`config.mk`:
```
export PLATFORM = sky130hd
export DESIGN_NAME = hk_dist_store
export DESIGN_NICKNAME = d
export VERILOG_FILES = /design/src/rtl/hk_dist_store.sv
export SDC_FILE = /design/constraint.sdc
export NUM_CORES = 2
export LEC_CHECK = 0
export BUFFER_PORTS_ARGS = -buffer_cell sky130_fd_sc_hd__buf_2
export CORE_MARGIN = 5
export CORE_UTILIZATION = 45
export CTS_CLUSTER_SIZE = 24
export DETAILED_ROUTE_END_ITERATION = 16
export PLACE_DENSITY = 0.72
export SYNTH_ARGS = -nofsm -noshare
export SYNTH_HDL_FRONTEND = slang
export SYNTH_MEMORY_MAX_BITS = 65536
export SYNTH_SLANG_ARGS = --single-unit
```
`constraint.sdc`:
```
create_clock -name clk -period 7.1 [get_ports clk]
set_clock_uncertainty 0.2 [all_clocks]
set_input_delay 1.42 -clock clk [delete_from_list [all_inputs] [get_ports clk]]
set_output_delay 1.42 -clock clk [all_outputs]
set_load 0.05 [all_outputs]
```
`src/rtl/hk_dist_store.sv`:
```
// distance matrix memory plus a register copy of the column back to city 0
`default_nettype none
module hk_dist_store #(
  parameter int MAX_CITIES = 12,
  parameter int DW         = 16,
  parameter int CIW        = 4
) (
  input  wire logic           clk,
  input  wire logic           wr_en,
  input  wire logic [CIW-1:0] wr_row,
  input  wire logic [CIW-1:0] wr_col,
  input  wire logic [DW-1:0]  wr_data,
  input  wire logic [CIW-1:0] rd_row,
  input  wire logic [CIW-1:0] rd_col,
  output logic      [DW-1:0]  rd_data,
  input  wire logic [CIW-1:0] col_sel,
  output logic      [DW-1:0]  col_data,
  output logic      [DW-1:0]  col_first
);

  logic [DW-1:0] mem [2**(2*CIW)];
  logic [DW-1:0] col0 [MAX_CITIES];

  // matrix write and registered read
  always_ff @(posedge clk) begin
    if (wr_en) begin
      mem[{wr_row, wr_col}] <= wr_data;
    end
    rd_data <= mem[{rd_row, rd_col}];
  end

  // column zero copy, used when the visited set is complete
  always_ff @(posedge clk) begin
    if (wr_en && wr_col == '0) begin
      col0[wr_row] <= wr_data;
    end
  end

  assign col_data  = col0[col_sel];
  assign col_first = col0[0];

endmodule
`default_nettype wire

```
# --- Yosys cells after proc, flatten, opt, wreduce, memory -nomap -nowiden ---
# Memories as Yosys holds them, arrays and structs flattened. A register that Yosys moved wholly into a read port is not among the register bits.
# Index checks and enable logic that the tools add are counted.
op_classes:
  mux: 4
  n_reduce_logical: 2
ops:
  columns: ["op", "n"]
  rows:
  - ["4-bit zero test", 1]
  - ["1-bit 2-to-1 mux", 4]
  - ["1-bit logical AND", 1]
totals:
  reg_bits: 0
  ram_bits: 4288
  input_bits: 38
  out_inout_bits: 48
  elab_cells: 8
  memories: 2
mem_list:
  columns: ["memory", "words", "word_bits", "read_ports", "rd_ports_with_merged_regs", "wr", "line", "text"]
  rows:
  - ["mem", 256, 16, 1, 1, 1, "21", "logic [DW-1:0] mem [2**(2*CIW)];"]
  - ["col0", 12, 16, 2, 0, 1, "22", "logic [DW-1:0] col0 [MAX_CITIES];"]

# --- Depth between registers and ports, before layout ---
depth:
  ltp_word: 4
  mapped_depth: 13
  depth_no_buf: 7

# --- Least setup slack after synthesis ---
# OpenSTA, ideal clock, no wires.
synth_path:
  kind: "input to output"
  from: "input col_sel[0]"
  to: "output col_data[11]"
  t_arrival_ps: 3721
  required_ps: 5480
  setup_slack_ps: 1759
  stages: 5
  n_path_buf: 2
  cell_sequence: "buf_2 buf_1 mux4_2 mux2i_1 o21ai_0"
synth_via:
  elab_chain_len: 1
synth_lines:
  columns: ["item", "line", "text"]
  rows:
  - ["start: declaration", "16", "input wire logic [CIW-1:0] col_sel,"]
  - ["memory read 12 x 16 bit", null, null]
  - ["end: declaration", "17", "output logic [DW-1:0] col_data,"]
# No other way between the ends.

==> impl_metrics.json <==
{
  "row_count": 223,
  "crit_type": "primary input to flop",
  "max_slew_margin_pct": -0.543,
  "hp-start": "wr_data[4]",
  "final-hold-violation-count": 0,
  "pin_count": 86,
  "yosysSeqAreaShare_pct": 77.5,
  "syn_nets": 7738,
  "cts_made_buffers": 406,
  "start_util_pct": 45.1,
  "power.total_mw": 52.0,
  "dieArea_mm2": 0.382,
  "syn_area_mm2": 0.166,
  "slew_violations": 1,
  "worstPathRequired_ns": 7.73,
  "ys_seq_elements": 4304,
  "slowest_delay_ns": 1.16,
  "final_util_pct": 50.7,
  "avgViaCountPerCell": 6.24,
  "nNetsFinal": 8207,
  "worst_setup_path_end_kind": "flop",
  "synth-edff-count": 4288,
  "ys.flop_type": "edfxtp_1",
  "syn_inst": 7700,
  "tightest_slew_ns": 1.50,
  "gr-usage-met3_pct": 4.88,
  "synth.avg_cell_area_um2": 21.6,
  "grt_overflow": 0,
  "finalSetupViolCount": 0,
  "arrival_ns": 6.28,
  "postRouteAntennaNets": 0,
  "maxCapViolations": 1,
  "tns_ns": 0,
  "drt_pass1_iterations": 7,
  "multi_input_area_mm2": 0.0344,
  "powerDensity_mw_per_mm2": 278,
  "routed-via-count": 83961,
  "use_met2_pct": 35.0,
  "grt_pass1_wl_um": 617000,
  "drtIter0Drc": 12916,
  "n_fill_cell": 28252,
  "leakage_nw": 58.7,
  "coreArea_mm2": 0.369,
  "dp.final_hpwl_um": 258000,
  "grt_start_max_net_pins": 205,
  "fmaxAchievable_mhz": 177,
  "grt_pass1_vias": 83015,
  "syn_to_final_growth_pct": 12.4,
  "final-seq-area_mm2": 0.129,
  "clock-root-buffer": "clkbuf_16",
  "async_reset_ff_share_pct": 0,
  "grt_setup_unrepaired": "no",
  "status": "complete, but fails checks",
  "yosysTopAreaCell": "edfxtp_1",
  "wirelength_um": 433000,
  "cts-resized-gates": 0,
  "drive_gt1_share_pct": 24.4,
  "timing.rr.start": "mem[249][3]",
  "die_h_um": 618,
  "slowest_stage": "nor4b_1",
  "insertion_delay_ns": 0.93,
  "start_kind": "primary input",
  "synth.top_cell.area_share_pct": 77.3,
  "grtUsageTotal_pct": 22.3,
  "period_needed_ns": 5.65,
  "dp_cells": 12711,
  "hp-class": "primary input to flop",
  "port_buffers": 85,
  "startpoint": "rd_col[2]",
  "die_x_um": 618,
  "critPathMaxFanout": 65,
  "ir_drop_mv": 0.227,
  "grt-busiest-layer": "met2",
  "clockBufferDepth": 4,
  "ys_top_cells_by_count": "4288 x edfxtp_1, 890 x mux4_2, 472 x mux2i_1",
  "post-route-period-util_pct": 79.6,
  "worst-path-buf-inv": 5,
  "antenna_found_initial": 41,
  "worstPathCellList": "buf_8 -> inv_4 -> buf_12 -> a211oi_1 -> o21ai_0 -> nand3_1 -> nor4b_1 -> buf_4 -> o21ai_0 -> buf_4 -> nor3_1",
  "drcViolationCount": 0,
  "routabilityCongestion": 0.907,
  "cts.sinks": 4304,
  "final_cells": 13463,
  "post-cts-setup-buffer-count": 0,
  "worst_hold_slack_ns": 0.723,
  "cts_hold_buf": 0,
  "yosysMostFrequentCell": "edfxtp_1",
  "ys_top_cells_by_area": "edfxtp_1 77%, mux4_2 12%, mux2i_1 2.8%, nor2_1 0.78%, o221ai_1 0.77%",
  "synth_cell_types": 72,
  "h-tree-depth": 5,
  "clkTransAtPathRegs_ns": 0.06,
  "crit_family": "simple AND/OR/NAND/NOR gates",
  "yosys_warnings": 0,
  "avgRoutedWirePerCell_um": 32.2,
  "violations": "max-capacitance violations, max-slew violations",
  "cts_tree": "done",
  "use_met1_pct": 30.5
}
placed cells by master (no fill, tap or decap), types with 21 or more instances in the layout:
master     instances
buf_12            36
nor4_1            34
edfxtp_1        4288
nor2_1           299
clkbuf_1          78
nand2_1          151
buf_4            405
mux2i_1          472
clkinv_1          95
o221ai_1         147
bufinv_16         40
nor2_2            43
nor3_1            84
diode_2           21
a22oi_1           27
clkbuf_16        409
a211oi_1          43
mux2_2            27
o22ai_1          131
nand3_1           84
a22o_1            31
mux4_2           890
buf_2             64
a221oi_1          55
o21ai_0          117
a21oi_1           97
clkinv_2          72
cells by family after synthesis:
family / count (synthesis) / share of synthesized area, %
flops: 4304 / 77.5
simple gates: 795 / 2.13
mux: 1406 / 15.3
compound gates: 728 / 3.08
buf+inv: 467 / 1.92
path summary, 6_finish.rpt:
check / end / slack [ns] / cells after the start
setup / recovery: rd_data[3] / 1.45 / 11
hold / removal: mem[43][4] / 0.72 / 1
setup reg to reg: rd_data[3] / 3.03 / 9
hold reg to reg: rd_data[10] / 0.81 / 5
per-layer routing:
metal,part of all wire (%),wire length (um)
met1,36,157000
met2,47,206000
met3,12,50800
met4,4.6,19700
met5,0.045,193
final cells by class:
| type | instances | share of cell area [%] |
|---|---|---|
| sequential | 4304 | 69.0 |
| multi-input combinational | 2929 | 18.4 |
| clock buffer | 488 | 5.64 |
| tap | 4950 | 3.31 |
| timing repair buffer | 524 | 2.33 |
| clock inverter | 243 | 1.26 |
| antenna | 21 | 0.0281 |
| inverter | 4 | 0.0161 |
registers in the layout, summed over array words and instances (netlist names):
| signal | flops |
|---|---|
| mem | 4096 |
| col0 | 192 |
| rd_data | 16 |
per-stage QoR:
stage,cell area (um^2),worst slack (ns)
finish,187000,1.45
global route,187000,1.55
CTS,187000,1.69
detailed placement,174000,0.721
global placement,174000,0.697
floorplan,166000,1.76
power breakdown:
group	leakage, nW	internal, mW	switching (mW)
Sequential	38.7	28.0	0.0832
Combinational	13.8	0.853	1.79
Clock	6.29	12.0	9.23
Total	58.7	40.9	11.1
Power figures use the tool's default switching activity.
